[src/hdl/dcd_pkg.sv]
// ----------------------------------------------------------------------------
// dcd_pkg
// Types and constants used by the delta coordinate decoder.
// ----------------------------------------------------------------------------
package dcd_pkg;

  // configuration register indexes
  localparam logic [1:0] CFG_COORD_BYTES = 2'd0;
  localparam logic [1:0] CFG_REF_X       = 2'd1;
  localparam logic [1:0] CFG_REF_Y       = 2'd2;

  // input word kinds
  localparam logic KIND_DATA  = 1'b0;
  localparam logic KIND_START = 1'b1;

  // bytes per axis codes
  localparam logic [2:0] AXIS_2B = 3'd2;
  localparam logic [2:0] AXIS_3B = 3'd3;

  // run status values
  localparam logic [2:0] STATUS_END      = 3'd4;
  localparam logic [2:0] STATUS_WITHHELD = 3'd5;
  localparam logic [2:0] STATUS_STEP     = 3'd2;

  typedef struct packed {
    logic [31:0] coord_x;
    logic [31:0] coord_y;
    logic        flagged;
    logic        coord_valid;
    logic        resume_point;
    logic        done_res;
  } res_t;

endpackage

[src/hdl/delta_coordinate_decoder.sv]
// ----------------------------------------------------------------------------
// delta_coordinate_decoder
// Assembles little-endian x/y vertex fields from a byte stream, undoes the
// marker encoding on x, adds the reference corner and tracks the run status.
// A vertex word is registered into the output queue when its last byte is taken.
// Throughput: one input word per cycle while in_stall is low; a two-word output queue (register
// plus skid) lets input flow while a result waits.
// Reset: synchronous, active low; clears status, byte count, queue and
// configuration (2 bytes per axis, zero reference).
// ----------------------------------------------------------------------------
module delta_coordinate_decoder (
  input  logic               clk,
  input  logic               rst_n,
  // configuration
  input  logic               cfg_we,
  input  logic [1:0]         cfg_index,
  input  logic [31:0]        cfg_data,
  // input channel
  input  logic               in_valid,
  output logic               in_stall,
  input  logic               in_kind,
  input  logic [7:0]         in_data_byte,
  input  logic               in_start_status,
  // result channel
  output logic               out_valid,
  input  logic               out_stall,
  output logic signed [31:0] out_coord_x,
  output logic signed [31:0] out_coord_y,
  output logic               out_flagged,
  output logic               out_coord_valid,
  output logic               out_resume_point,
  output logic               out_done_res
);

  logic [2:0]         coord_bytes_r;
  logic [31:0]        ref_x_r;
  logic [31:0]        ref_y_r;

  logic [2:0]         status_r;
  logic [2:0]         idx_r;
  logic [63:0]        asm_r;

  dcd_pkg::res_t      head_r, skid_r;
  logic               head_v_r, skid_v_r;

  logic               acc;
  logic               pop;
  logic               push;
  logic               is_data;
  logic               live;
  logic [2:0]         idx_inc;
  logic [3:0]         total;
  logic               complete;
  logic [63:0]        asm_cur;
  logic [31:0]        x_raw, y_raw, x_mag, x_dec;
  logic               flag;
  logic [2:0]         status_step;
  logic [2:0]         status_nxt;
  dcd_pkg::res_t      res;

  assign acc     = in_valid && !in_stall;
  assign pop     = head_v_r && !out_stall;
  assign is_data = (in_kind == dcd_pkg::KIND_DATA);
  assign live    = is_data && (status_r < dcd_pkg::STATUS_END);

  // place the new byte into the assembly word
  always_comb begin
    for (int i = 0; i < 8; i++) begin
      asm_cur[i*8 +: 8] = asm_r[i*8 +: 8] | ((idx_r == 3'(i)) ? in_data_byte : 8'h00);
    end
  end

  assign idx_inc = idx_r + 3'd1;

  always_comb begin
    case (coord_bytes_r)
      dcd_pkg::AXIS_2B: begin
        total = 4'd4;
        x_raw = {16'h0000, asm_cur[15:0]};
        y_raw = {16'h0000, asm_cur[31:16]};
        flag  = asm_cur[15];
        x_mag = {16'h0000, 16'(16'h0000 - asm_cur[15:0])};
      end
      dcd_pkg::AXIS_3B: begin
        total = 4'd6;
        x_raw = {8'h00, asm_cur[23:0]};
        y_raw = {8'h00, asm_cur[47:24]};
        flag  = asm_cur[23];
        x_mag = {8'h00, 24'(24'h000000 - asm_cur[23:0])};
      end
      default: begin
        total = 4'd8;
        x_raw = asm_cur[31:0];
        y_raw = asm_cur[63:32];
        flag  = asm_cur[31];
        x_mag = 32'h0000_0000 - asm_cur[31:0];
      end
    endcase
  end

  // a wrap of the byte count also closes the vertex
  assign complete    = (idx_inc == 3'd0) || ({1'b0, idx_inc} >= total);
  assign x_dec       = flag ? x_mag : x_raw;
  assign status_step = status_r + dcd_pkg::STATUS_STEP;
  assign status_nxt  = flag ? status_step : status_r;

  always_comb begin
    res.coord_x      = ref_x_r + x_dec;
    res.coord_y      = ref_y_r + y_raw;
    res.flagged      = flag;
    res.coord_valid  = !(flag && (status_step == dcd_pkg::STATUS_WITHHELD));
    res.resume_point = flag && (status_r != 3'd0);
    res.done_res     = flag && (status_step >= dcd_pkg::STATUS_END);
  end

  assign push = acc && live && complete;

  always_ff @(posedge clk) begin
    if (!rst_n) begin
      coord_bytes_r <= dcd_pkg::AXIS_2B;
      ref_x_r       <= '0;
      ref_y_r       <= '0;
    end else if (cfg_we) begin
      case (cfg_index)
        dcd_pkg::CFG_COORD_BYTES: coord_bytes_r <= cfg_data[2:0];
        dcd_pkg::CFG_REF_X:       ref_x_r       <= cfg_data;
        dcd_pkg::CFG_REF_Y:       ref_y_r       <= cfg_data;
        default: ;
      endcase
    end
  end

  always_ff @(posedge clk) begin
    if (!rst_n) begin
      status_r <= '0;
      idx_r    <= '0;
      asm_r    <= '0;
    end else if (acc) begin
      if (!is_data) begin
        status_r <= {2'b00, in_start_status};
        idx_r    <= '0;
        asm_r    <= '0;
      end else if (live) begin
        if (complete) begin
          status_r <= status_nxt;
          idx_r    <= '0;
          asm_r    <= '0;
        end else begin
          idx_r    <= idx_inc;
          asm_r    <= asm_cur;
        end
      end
      // drop bytes after the end of the polyline
    end
  end

  // output register with skid stage
  always_ff @(posedge clk) begin
    if (!rst_n) begin
      head_v_r <= 1'b0;
      skid_v_r <= 1'b0;
    end else if (pop) begin
      if (skid_v_r) begin
        head_r <= skid_r;
        if (push) begin
          skid_r <= res;
        end else begin
          skid_v_r <= 1'b0;
        end
      end else if (push) begin
        head_r <= res;
      end else begin
        head_v_r <= 1'b0;
      end
    end else if (push) begin
      if (!head_v_r) begin
        head_r   <= res;
        head_v_r <= 1'b1;
      end else begin
        skid_r   <= res;
        skid_v_r <= 1'b1;
      end
    end
  end

  assign in_stall         = skid_v_r;
  assign out_valid        = head_v_r;
  assign out_coord_x      = head_r.coord_x;
  assign out_coord_y      = head_r.coord_y;
  assign out_flagged      = head_r.flagged;
  assign out_coord_valid  = head_r.coord_valid;
  assign out_resume_point = head_r.resume_point;
  assign out_done_res     = head_r.done_res;

endmodule

[config.mk]
export PLATFORM = sky130hd
export DESIGN_NAME = delta_coordinate_decoder
export DESIGN_NICKNAME = d
export VERILOG_FILES = /design/src/hdl/dcd_pkg.sv /design/src/hdl/delta_coordinate_decoder.sv
export SDC_FILE = /design/constraint.sdc
export NUM_CORES = 1
export LEC_CHECK = 0
export BUFFER_PORTS_ARGS = -buffer_cell sky130_fd_sc_hd__buf_2
export CORE_MARGIN = 1
export CORE_UTILIZATION = 60
export CTS_BUF_LIST = sky130_fd_sc_hd__clkbuf_4 sky130_fd_sc_hd__clkbuf_8
export DETAILED_ROUTE_END_ITERATION = 10
export GPL_ROUTABILITY_DRIVEN = 0
export GPL_TIMING_DRIVEN = 0
export PLACE_DENSITY_LB_ADDON = 0.12
export SETUP_SLACK_MARGIN = 0.4
export SYNTH_ARGS = -nofsm -noshare
export SYNTH_HDL_FRONTEND = slang
export SYNTH_SLANG_ARGS = --single-unit
[constraint.sdc]
create_clock -name clk -period 9.2 [get_ports clk]
set_input_delay 1.38 -clock clk [delete_from_list [all_inputs] [get_ports clk]]
set_output_delay 1.38 -clock clk [all_outputs]
set_load 0.005 [all_outputs]
Yosys cells after proc, flatten, opt, wreduce, memory -nomap -nowiden:

Cells that the tools add are included.

* multiplexer cells: 42
* magnitude comparators: 3
* bitwise gates (word level): 9
* reductions and logical operators: 31
* equality and inequality tests: 16
* add/sub/neg operators: 7

Operator list (number)
* 2-to-1 mux 68 bit: 9
* 2-to-1 mux 64 bit: 3
* one-hot mux 32 bit (2 select lines): 3
* adder 32 bit: 2
* 2-to-1 mux 8 bit: 8
* OR 8 bit: 8
* 2-to-1 mux 32 bit: 1
* subtractor 1 x 32 -> 32 bit, first input constant: 1
* subtractor 1 x 24 -> 24 bit, first input constant: 1
* 2-to-1 mux 3 bit: 7
* subtractor 1 x 16 -> 16 bit, first input constant: 1
* equality test 3 bit, second input constant: 5
* equality test 3 x 2 -> 1 bit, second input constant: 4
* AND reduction 4 bit: 3
* nonzero test 2 bit: 6
* AND reduction 2 bit: 5
* 2-to-1 mux 1 bit: 9
* logical AND 1 bit: 8
* one-hot mux 4 bit (2 select lines): 1
* logical NOT 3 bit: 2
* != test 2 bit, second input constant: 3
* greater-or-equal comparator 3 x 4 -> 1 bit: 1
* adder 3 x 1 -> 3 bit, second input constant: 1
* adder 3 x 2 -> 3 bit, second input constant: 1
* 13 further kinds: 15

* input bits: 49
* logic and storage cells: 128
* flip-flop bits (word level): 275
* output and inout port bits: 70

Longest topological paths before layout:

Gate-level depths: netlist of the first run.

* depth in word-level cells: 10
* gate-level depth with buffers: 22
* gate-level depth less buffers: 19

Worst setup path after synthesis of the first run:

Ideal clock, no wire load.

* kind: register to register
* start point: register coord_bytes_r[0]
* end point: register head_r (netlist bit out_coord_valid), enable pin
* data arrival time: 6970 ps
* data required time: 8604 ps
* cell stages (with the launch flop): 11
* setup slack: 1634 ps
* clock period less this slack: 7566 ps
* setup time: 596 ps
* path through: dfxtp_1 > buf_1 > nand2_1 > inv_1 > ha_1 > nand2_1 > a211oi_1 > nor2_1 > nor4_1 > a21oi_1 > a211oi_1

* cells in the longest elaborated chain, start to end: 7
* elaborated cells on any way between the ends: 9
* classes of those cells: 1 x order compare; 2 x eq/ne; 1 x mux; 5 x reduce/logical

Ends and longest elaborated chain
* start, declared: RTL line delta_coordinate_decoder.sv:35 `logic [2:0] coord_bytes_r;`
* start signal, assigned: RTL line delta_coordinate_decoder.sv:120 `coord_bytes_r <= dcd_pkg::AXIS_2B;`
* start signal, assigned: RTL line delta_coordinate_decoder.sv:125 `dcd_pkg::CFG_COORD_BYTES: coord_bytes_r <= cfg_data[2:0];`
* equality test 3 x 2 -> 1 bit: RTL line delta_coordinate_decoder.sv:76 `case (coord_bytes_r)`
* one-hot mux 4 bit (2 select lines) *: RTL line delta_coordinate_decoder.sv:76
* greater-or-equal comparator 3 x 4 -> 1 bit *: RTL line delta_coordinate_decoder.sv:102 `assign complete = (idx_inc == 3'd0) || ({1'b0, idx_inc} >= total);`
* logical OR 1 bit *: RTL line delta_coordinate_decoder.sv:102
* logical AND 1 bit *: RTL line delta_coordinate_decoder.sv:116 `assign push = acc && live && complete;`
* nonzero test 2 bit (no line)
* AND reduction 4 bit (no line) *
* end signal, assigned: RTL line delta_coordinate_decoder.sv:164 `head_r <= skid_r;`
* end signal, assigned: RTL line delta_coordinate_decoder.sv:171 `head_r <= res;`
* end signal, assigned: RTL line delta_coordinate_decoder.sv:177 `head_r <= res;`
* end, declared: RTL line delta_coordinate_decoder.sv:43 `dcd_pkg::res_t head_r, skid_r;`

Every way passes the cells marked *; elsewhere a longest branch is shown, timed or not.
A chain may end at the register's enable or synchronous reset.

==> impl_metrics.json, run 1 <==
{
  "row_count": 57,
  "design_area_um2": 17000,
  "synth.cell_area_um2": 14900,
  "start_util_pct": 61.2,
  "grt_pass1_wl_mm": 65.1,
  "cp-startpoint": "in_data_byte[7]",
  "placedCellCount": 2144,
  "viasPerCell": 6.00,
  "dieArea_um2": 25500,
  "drive_above_1_share_pct": 13.0,
  "synth_enable_flop_cells": 136,
  "routedWlPerCell_um": 19.1,
  "total_power_mw": 2.82,
  "clk_pin_slew_ns": 0.06,
  "holdBufCountCts": 0,
  "die_height_um": 160,
  "synth.distinct_cells": 64,
  "postCtsSetupBuffers": 0,
  "synth_area_per_cell_um2": 8.80,
  "drtIter0Drc": 1425,
  "numPortBuffers": 118,
  "root_buffer": "clkbuf_8",
  "dp_hpwl_mm": 32.3,
  "crit_chain": "buf_2 -> clkbuf_1 -> a21oi_1 -> nor2_1 -> a31oi_1 -> clkbuf_1 -> clkbuf_1 -> nor2_1 -> a21oi_1 -> ha_1 -> a211oi_1 -> o211ai_1 -> a31oi_1 -> a31oi_1 -> o21ai_0 -> o21ai_0 -> xnor2_1 -> mux2_2",
  "wl_mm": 42.6,
  "cts.repair.resized": 0,
  "finalHoldViolCount": 0,
  "final_max_slew_viol_count": 0,
  "min_period_ns": 6.40,
  "diodes": 0,
  "async_flop_share_pct": 0,
  "cts_tree": "built",
  "end_kind": "register",
  "leakage_nw": 6.86,
  "synth_seq_cells": 275,
  "path_class": "in -> reg",
  "synth_top_area_share_pct": 27.4,
  "first_pass_iters": 5,
  "htreeDepth": 2,
  "clock-sinks": 275,
  "synth_fp_nets": 1816,
  "ys_seq_area_share_pct": 46.1,
  "ioPinCount": 119,
  "powerDensity_nw_per_um2": 166,
  "skew_ns": 0.0117,
  "grt_pass1_vias": 12300,
  "max_cap_violations": 0,
  "gr-total-overflow": 0,
  "drc": 0,
  "yosys_most_used_dff": "dfxtp_1",
  "antenna_found_initial": 0,
  "layout.cells.non_filler": 2227,
  "cp_data_required_time_ns": 9.49,
  "min_from": "ref_y_r[0]",
  "numCtsBuffers": 45,
  "crit_slowest_cell": "clkbuf_1",
  "syn_inst": 1693,
  "ir_worst_vdd_mv": 0.132,
  "worstPathArrival_ns": 6.69,
  "setup_viol": 0,
  "grtUsageTotal_pct": 32.9,
  "synth_top_area_cell": "edfxtp_1",
  "synth_warnings": 0,
  "worstMarginPinSlew_ns": 0.947,
  "synthTopCellsByArea": "edfxtp_1 (27%), dfxtp_1 (19%), a21oi_1 (9.4%)",
  "critPathLaunchType": "primary input",
  "fin_crit_sh_pct": 69.6,
  "max_freq_mhz": 156,
  "ant_nets": 0,
  "hold_class": "reg -> reg",
  "slowest_delay_ns": 0.59,
  "core_um2": 24300,
  "grt_max_degree": 21,
  "slew_headroom_pct": 36.7,
  "die_w_um": 160,
  "grt_setup_unrepaired": "false",
  "fin_nets": 1990,
  "cts_buffer_depth": 3,
  "status": "completed",
  "syn2layout_area_growth_pct": 14.3,
  "placed_area_um2": 16000,
  "clk_latency_ns": 0.55,
  "crit-reg2reg-launch": "idx_r[2]",
  "vias": 13400,
  "path_max_fanout": 10
}
## power breakdown
group	switching [mW]	internal, mW
combinational	0.227	0.118
clock	0.486	0.670
sequential	0.0113	1.31
total	0.724	2.10
## critical path, delay by kind of cell
| family | cells | cell delay (ns) |
|---|---|---|
| fa+ha+maj | 1 | 0.29 |
| xor+xnor | 1 | 0.19 |
| compound gates | 9 | 2.85 |
| buf+inv | 4 | 1.46 |
| mux | 1 | 0.31 |
| simple gates | 2 | 0.21 |
## through the flow
| step | util (%) | setup slack, ns | TNS [ns] | hold WS (ns) |
|---|---|---|---|---|
| finish | 70.0 | 2.80 | 0 | 0.464 |
| global route | 70.0 | 2.52 | 0 | 0.483 |
| CTS | 70.0 | 2.98 | 0 | 0.463 |
| detailed placement | 65.9 | 2.46 | 0 | 0.454 |
| global placement | 65.3 | -0.520 | -60.12 | 0.447 |
| floorplan | - | 1.63 | 0 | 0.438 |
## cell families after synthesis
family          Yosys count  synth area share (%)
compound gates          477                  18.5
mux                      43                  3.08
xor+xnor                 89                  5.23
buf+inv                 131                  3.31
simple gates            604                  17.5
flops                   275                  46.1
fa+ha+maj                74                  6.32
## state kept, by name (all words and copies together), names as in the netlist, 3 cells and up
register	flops
out_coord_y	32
coord_bytes_r	3
out_coord_x	32
skid_r	68
ref_y_r	32
status_r	3
idx_r	3
ref_x_r	32
asm_r	64
## final timing paths
path | to | slack [ns] | cells after the start
worst max-delay path | out_coord_x[23] | 2.80 | 18
worst min-delay path | ref_y_r[0] | 0.46 | 2
worst max register to register | out_coord_x[23] | 3.03 | 19
worst min register to register | ref_y_r[0] | 0.46 | 2
## metal layers
| metal | vias up | routed length, um | track usage, % |
|---|---|---|---|
| met5 | - | 0 | 0 |
| met4 | 0 | 1520 | 12.8 |
| met3 | 109 | 4150 | 6.38 |
| met2 | 686 | 18700 | 50.0 |
| met1 | 6260 | 18300 | 46.5 |
| li1 | 6317 | - | - |
## cells in the mapped netlist, types with 19 or more instances
library cell	number
edfxtp_1	136
mux2i_1	20
inv_1	32
clkbuf_1	80
dfxtp_1	139
xnor2_1	51
xor2_1	38
nand2_1	301
a21oi_1	279
a21o_1	25
mux2_2	23
nor3_1	19
o21ai_0	64
nor2_1	180
ha_1	72
## final cells by class
cell class,instances,area (um2)
Buffer,99,373
Clock buffer,75,895
Clock inverter,8,96.3
Fill cell,1932,7300
Inverter,32,120
Multi-Input combinational cell,1287,7550
Sequential cell,275,6870
Tap cell,324,405
Timing Repair Buffer,127,716
## cell usage in the layout, fill, tap and decap left out, types with 20 or more instances in the layout
cell,instances
xor2_1,38
dfxtp_1,139
mux2_2,23
mux2i_1,20
nand2_1,301
o21ai_0,64
inv_1,32
clkbuf_4,22
buf_2,119
clkbuf_8,53
a21oi_1,279
a21o_1,25
clkbuf_1,80
edfxtp_1,136
xnor2_1,51
ha_1,72
nor2_1,180
(Power assumes the default switching activity.)
==> run 2: changes to the inputs <==
--- a/config.mk
+++ b/config.mk
@@ -7,7 +7,7 @@
 export LEC_CHECK = 0
 export BUFFER_PORTS_ARGS = -buffer_cell sky130_fd_sc_hd__buf_2
 export CORE_MARGIN = 1
-export CORE_UTILIZATION = 60
+export CORE_UTILIZATION = 57
 export CTS_BUF_LIST = sky130_fd_sc_hd__clkbuf_4 sky130_fd_sc_hd__clkbuf_8
 export DETAILED_ROUTE_END_ITERATION = 10
 export GPL_ROUTABILITY_DRIVEN = 0
==> constraint.sdc (replaced) <==
create_clock -name clk -period 5.8 [get_ports clk]
set_input_delay 0.87 -clock clk [delete_from_list [all_inputs] [get_ports clk]]
set_output_delay 0.87 -clock clk [all_outputs]
set_load 0.005 [all_outputs]
==> run 2 against run 1 <==
Clock skew increased by 0.028 ns. Final area is 0.18% higher. Via count decreased by 0.61%. Die area is 5.2% higher. Sequential power is 58% higher. Global-route usage down 0.92 points. Highest routed layer unchanged. Power is 57% higher. Sequential share of layout area shrank 0.067 points. Utilization is 2.9 points lower.
==> impl_metrics.json, run 2 (synthesis gave the netlist of run 1 again) <==
{
  "die_w_um": 164,
  "ioPinCount": 119,
  "slew_headroom_pct": 43.7,
  "max_freq_mhz": 193,
  "setup_viol": 0,
  "holdBufCountCts": 0,
  "drc": 0,
  "antenna_found_initial": 0,
  "fin_nets": 1989,
  "path_max_fanout": 10,
  "hold_class": "reg -> reg",
  "largest_reg_flops": 68,
  "largest-register": "skid_r",
  "ant_nets": 0,
  "numPortBuffers": 118,
  "grt_setup_unrepaired": "true",
  "worstMarginPinSlew_ns": 0.841,
  "grt_pass1_wl_mm": 65.3,
  "path_class": "reg -> reg",
  "end_kind": "register",
  "skew_ns": 0.0401,
  "root_buffer": "clkbuf_8",
  "die_height_um": 164,
  "numCtsBuffers": 45,
  "syn2layout_area_growth_pct": 14.5,
  "vias": 13300,
  "status": "completed",
  "design_area_um2": 17100,
  "powerDensity_nw_per_um2": 260,
  "drtIter0Drc": 1323,
  "max_cap_violations": 0,
  "dp_hpwl_mm": 32.8,
  "fin_crit_sh_pct": 89.2,
  "gr-total-overflow": 0,
  "clock-sinks": 275,
  "top_regs": "skid_r x68, asm_r x64",
  "htreeDepth": 2,
  "tns_ns": 0,
  "diodes": 0,
  "dieArea_um2": 26800,
  "layout.cells.non_filler": 2231,
  "grtUsageTotal_pct": 32.0,
  "start_util_pct": 58.6,
  "final_max_slew_viol_count": 0,
  "clk_latency_ns": 0.58,
  "cp_data_required_time_ns": 6.11,
  "cts_tree": "built",
  "cts_buffer_depth": 3,
  "leakage_nw": 6.85,
  "core_um2": 25400,
  "finalWorstSetupSlack_ns": 0.627,
  "finalHoldViolCount": 0,
  "placedCellCount": 2147,
  "ir_worst_vdd_mv": 0.184,
  "fillers": 2089,
  "first_pass_iters": 6,
  "layout_common_cells": "nand2_1 (301), a21oi_1 (279), nor2_1 (180)",
  "placed_area_um2": 16000,
  "mostFrequentLayoutCell": "nand2_1",
  "dp_worst_setup_slack_ns": -0.503,
  "worstPathArrival_ns": 5.49,
  "drive_above_1_share_pct": 13.4,
  "grt_max_degree": 23,
  "routedWlPerCell_um": 19.4,
  "min_period_ns": 5.17,
  "clk_pin_slew_ns": 0.06,
  "regToRegSetupSlack_ns": 0.63,
  "grt_pass1_vias": 12100,
  "row_count": 58,
  "wl_mm": 43.2,
  "viasPerCell": 5.96,
  "critPathLaunchType": "register"
}
-- run 2: cell types whose count changed in the layout (fill, tap and decap cells not counted), sizes merged --
| cell | delta |
|---|---|
| clkbuf | -8 |
| clkinv | +3 |
| clkinvlp | +3 |
-- run 2: what timing repair did --
| action | in CTS | in global routing |
|---|---|---|
| resized for setup | 5 | 13 |
| buffers inserted | 0 | 2 |
| setup endpoints to repair | 19 | 18 |
-- run 2: cell type report --
| class | count | area [um2] | share of cell area, % |
|---|---|---|---|
| Buffer | 99 | 380 | 2.23 |
| Tap cell | 330 | 413 | 2.42 |
| Clock buffer | 68 | 823 | 4.83 |
| Clock inverter | 14 | 126 | 0.741 |
| Timing Repair Buffer | 126 | 733 | 4.30 |
| Multi-Input combinational cell | 1287 | 7590 | 44.5 |
| Sequential cell | 275 | 6870 | 40.3 |
| Inverter | 32 | 120 | 0.704 |
-- run 2: power by group --
part	leakage [nW]	internal, mW	switching (mW)	total [mW]
Sequential	2.37	2.08	0.0182	2.09
Combinational	3.98	0.189	0.366	0.555
Clock	0.495	0.999	0.790	1.79
Total	6.85	3.26	1.17	4.44
-- run 2: worst max-delay path, stage by stage, from the launching register on --
cell      delay (ns)
dfxtp_1         0.38
inv_1           0.08
ha_1            0.21
nor2b_1         0.13
clkbuf_1        0.24
a211o_1         0.36
a31oi_2         0.30
clkbuf_4        0.30
buf_2           0.32
nor2_1          0.08
a21oi_1         0.22
ha_1            0.29
a211oi_1        0.32
o211ai_1        0.27
a31oi_2         0.29
a31oi_2         0.18
o21ai_1         0.36
o31ai_1         0.16
xnor2_1         0.17
mux2_2          0.27
-- run 2: path summary, 6_finish.rpt --
path / startpoint / end / depth (start not counted)
hold / removal: ref_x_r[15] / ref_x_r[15] / 2
setup reg to reg: idx_r[1] / out_coord_x[29] / 19
setup / recovery: idx_r[1] / out_coord_x[29] / 19
hold reg to reg: ref_x_r[15] / ref_x_r[15] / 2
-- run 2: per-layer routing --
| metal | part of all wire (%) | vias to the layer above | track usage (%) |
|---|---|---|---|
| met5 | 0 | - | 0 |
| met4 | 3.5 | 0 | 12.0 |
| met3 | 10 | 103 | 7.16 |
| met2 | 43 | 633 | 47.7 |
| met1 | 43 | 6245 | 45.2 |
| li1 | - | 6310 | - |
-- run 2: through the flow --
stage	util [%]	hold slack, ns	total power, mW
after global routing	67.1	0.480	4.59
after floorplan	-	0.438	2.50
after detailed placement	63.2	0.453	2.67
after CTS	66.9	0.463	4.44
final	67.1	0.460	4.44
after global placement	62.6	0.448	2.66
==> run 3: changes to the inputs <==
--- a/config.mk
+++ b/config.mk
@@ -7,8 +7,9 @@
 export LEC_CHECK = 0
 export BUFFER_PORTS_ARGS = -buffer_cell sky130_fd_sc_hd__buf_2
 export CORE_MARGIN = 1
-export CORE_UTILIZATION = 57
+export CORE_UTILIZATION = 30
 export CTS_BUF_LIST = sky130_fd_sc_hd__clkbuf_4 sky130_fd_sc_hd__clkbuf_8
+export CTS_CLUSTER_SIZE = 40
 export DETAILED_ROUTE_END_ITERATION = 10
 export GPL_ROUTABILITY_DRIVEN = 0
 export GPL_TIMING_DRIVEN = 0
==> constraint.sdc (replaced) <==
create_clock -name clk -period 5.8 [get_ports clk]
set_input_delay 0.87 -clock clk [delete_from_list [all_inputs] [get_ports clk]]
set_output_delay 0.87 -clock clk [all_outputs]
set_load 0.02 [all_outputs]
==> run 3 against run 2 <==
First-iteration DRC count is 41% lower. Cell count is 16% higher. Utilization is 31 points lower. Critical path type is now in -> reg. Count of clock-buffer cells in the layout is 10 higher. Sequential power hardly changed. Final area is 3.6% higher.
==> impl_metrics.json, run 3 (synthesis gave the netlist of run 1 again) <==
{
  "die_w_um": 225,
  "crit-reg2reg-launch": "idx_r[1]",
  "regToRegEndpoint": "out_coord_x[25]",
  "design_area_um2": 17700,
  "placedCellCount": 2483,
  "worstRegToRegCells": 19,
  "root_buffer": "clkbuf_8",
  "fin_nets": 1997,
  "dp_worst_setup_slack_ns": -0.952,
  "largest-register": "skid_r",
  "hold_class": "reg -> reg",
  "clk_latency_ns": 0.64,
  "grt_pass1_wl_mm": 73.9,
  "layout.cells.non_filler": 2578,
  "wl_mm": 50.2,
  "worstPathArrival_ns": 5.59,
  "setup_viol": 0,
  "use_met3_pct": 3.19,
  "cp_data_required_time_ns": 6.18,
  "total_power_mw": 4.60,
  "cts_tree": "built",
  "fillers": 5143,
  "min_from": "ref_x_r[15]",
  "gr-total-overflow": 0,
  "antenna_found_initial": 0,
  "finalWorstSetupSlack_ns": 0.585,
  "status": "completed",
  "cp-startpoint": "in_data_byte[0]",
  "gr-usage-met2_pct": 30.1,
  "skew_ns": 0.0298,
  "cts_buffer_depth": 3,
  "placed_area_um2": 16500,
  "diodes": 0,
  "max_cap_violations": 0,
  "ir_worst_vdd_mv": 0.140,
  "clk_pin_slew_ns": 0.06,
  "dieArea_um2": 50500,
  "htreeDepth": 2,
  "numPortBuffers": 118,
  "vias": 13000,
  "numCtsBuffers": 49,
  "endpoint": "out_coord_x[30]",
  "final_max_slew_viol_count": 0,
  "path_max_fanout": 10,
  "routedWlPerCell_um": 19.5,
  "grtUsageTotal_pct": 19.5,
  "dp_hpwl_mm": 38.9,
  "drtIter0Drc": 784,
  "die_height_um": 225,
  "slew_headroom_pct": 42.5,
  "end_kind": "register",
  "first_pass_iters": 5,
  "grt_setup_unrepaired": "true",
  "powerDensity_nw_per_um2": 261,
  "mostFrequentLayoutCell": "nand2_1",
  "critPathLaunchType": "primary input",
  "finalHoldViolCount": 0,
  "syn2layout_area_growth_pct": 18.6,
  "top_usage_layer": "met2",
  "worstMarginPinSlew_ns": 0.861,
  "grt_max_degree": 22,
  "path_class": "in -> reg",
  "min_path_cells": 2,
  "layout_common_cells": "nand2_1 (301), a21oi_1 (276), nor2_1 (180)",
  "ant_nets": 0,
  "holdWs_ns": 0.461,
  "min_period_ns": 5.21,
  "max_freq_mhz": 192,
  "grt_util_met1_pct": 28.1,
  "regToRegSetupSlack_ns": 0.66,
  "clock-sinks": 275,
  "drive_above_1_share_pct": 14.5,
  "tns_ns": 0,
  "start_util_pct": 30.4,
  "row_count": 81,
  "drc": 0,
  "final_core_utilization_pct": 36.1,
  "largest_reg_flops": 68,
  "viasPerCell": 5.02,
  "top_regs": "skid_r x68, asm_r x64",
  "ioPinCount": 119,
  "leakage_nw": 6.96,
  "core_um2": 49000,
  "fin_crit_sh_pct": 89.9,
  "grt_pass1_vias": 12400
}
-- run 3: final cells by class --
class / instances / area [um2] / share of cell area, %
clock inverters: 13 / 87.6 / 0.496
flip-flops and latches: 275 / 6870 / 38.9
plain buffers: 99 / 389 / 2.20
repair buffers: 130 / 778 / 4.41
multi-input cells: 1287 / 7630 / 43.2
clock buffers: 78 / 961 / 5.44
well taps: 664 / 831 / 4.70
inverters: 32 / 120 / 0.680
-- run 3: worst min-delay path by stage --
| stage | to | slack (ns) |
|---|---|---|
| 5_1_grt | coord_bytes_r[1] | 0.48 |
| 3_3_place_gp | ref_x_r[9] | 0.45 |
| 2_1_floorplan | asm_r[19] | 0.44 |
| 6_report | ref_x_r[15] | 0.46 |
| 3_5_place_dp | ref_x_r[9] | 0.45 |
| 4_1_cts | ref_x_r[31] | 0.46 |
-- run 3: report_power, final --
group / leakage (nW) / total (mW) / switching [mW] / internal [mW]
logic: 4.03 / 0.569 / 0.377 / 0.192
clock network: 0.562 / 1.94 / 0.846 / 1.09
registers: 2.37 / 2.09 / 0.0180 / 2.08
total: 6.96 / 4.60 / 1.24 / 3.36
-- run 3: metal layers --
| layer | up-vias | wire length, um | share of wire [%] |
|---|---|---|---|
| met3 | 66 | 2480 | 4.9 |
| met1 | 6239 | 24700 | 49 |
| met2 | 312 | 22100 | 44 |
| li1 | 6337 | - | - |
| met4 | 0 | 914 | 1.8 |
| met5 | - | 0 | 0 |
-- run 3: worst max-delay path, cell delays in order --
cell      delay (ns)
buf_2           0.11
clkbuf_1        0.37
or2_1           0.45
a211oi_2        0.45
nor3b_2         0.36
nand4_2         0.25
nor3_1          0.27
a21oi_1         0.11
xor2_1          0.19
nor2_1          0.27
ha_1            0.37
nor3_1          0.19
nor2_1          0.09
a211o_1         0.34
a211oi_2        0.31
o31ai_1         0.14
xor2_1          0.17
mux2_2          0.28
-- run 3: repair_timing --
item                       in CTS  in global routing
setup buffers                   0                  4
gates resized for setup        11                 23
hold buffers                    0                  0
setup endpoints to repair      33                 38
pin swaps                       0                  3
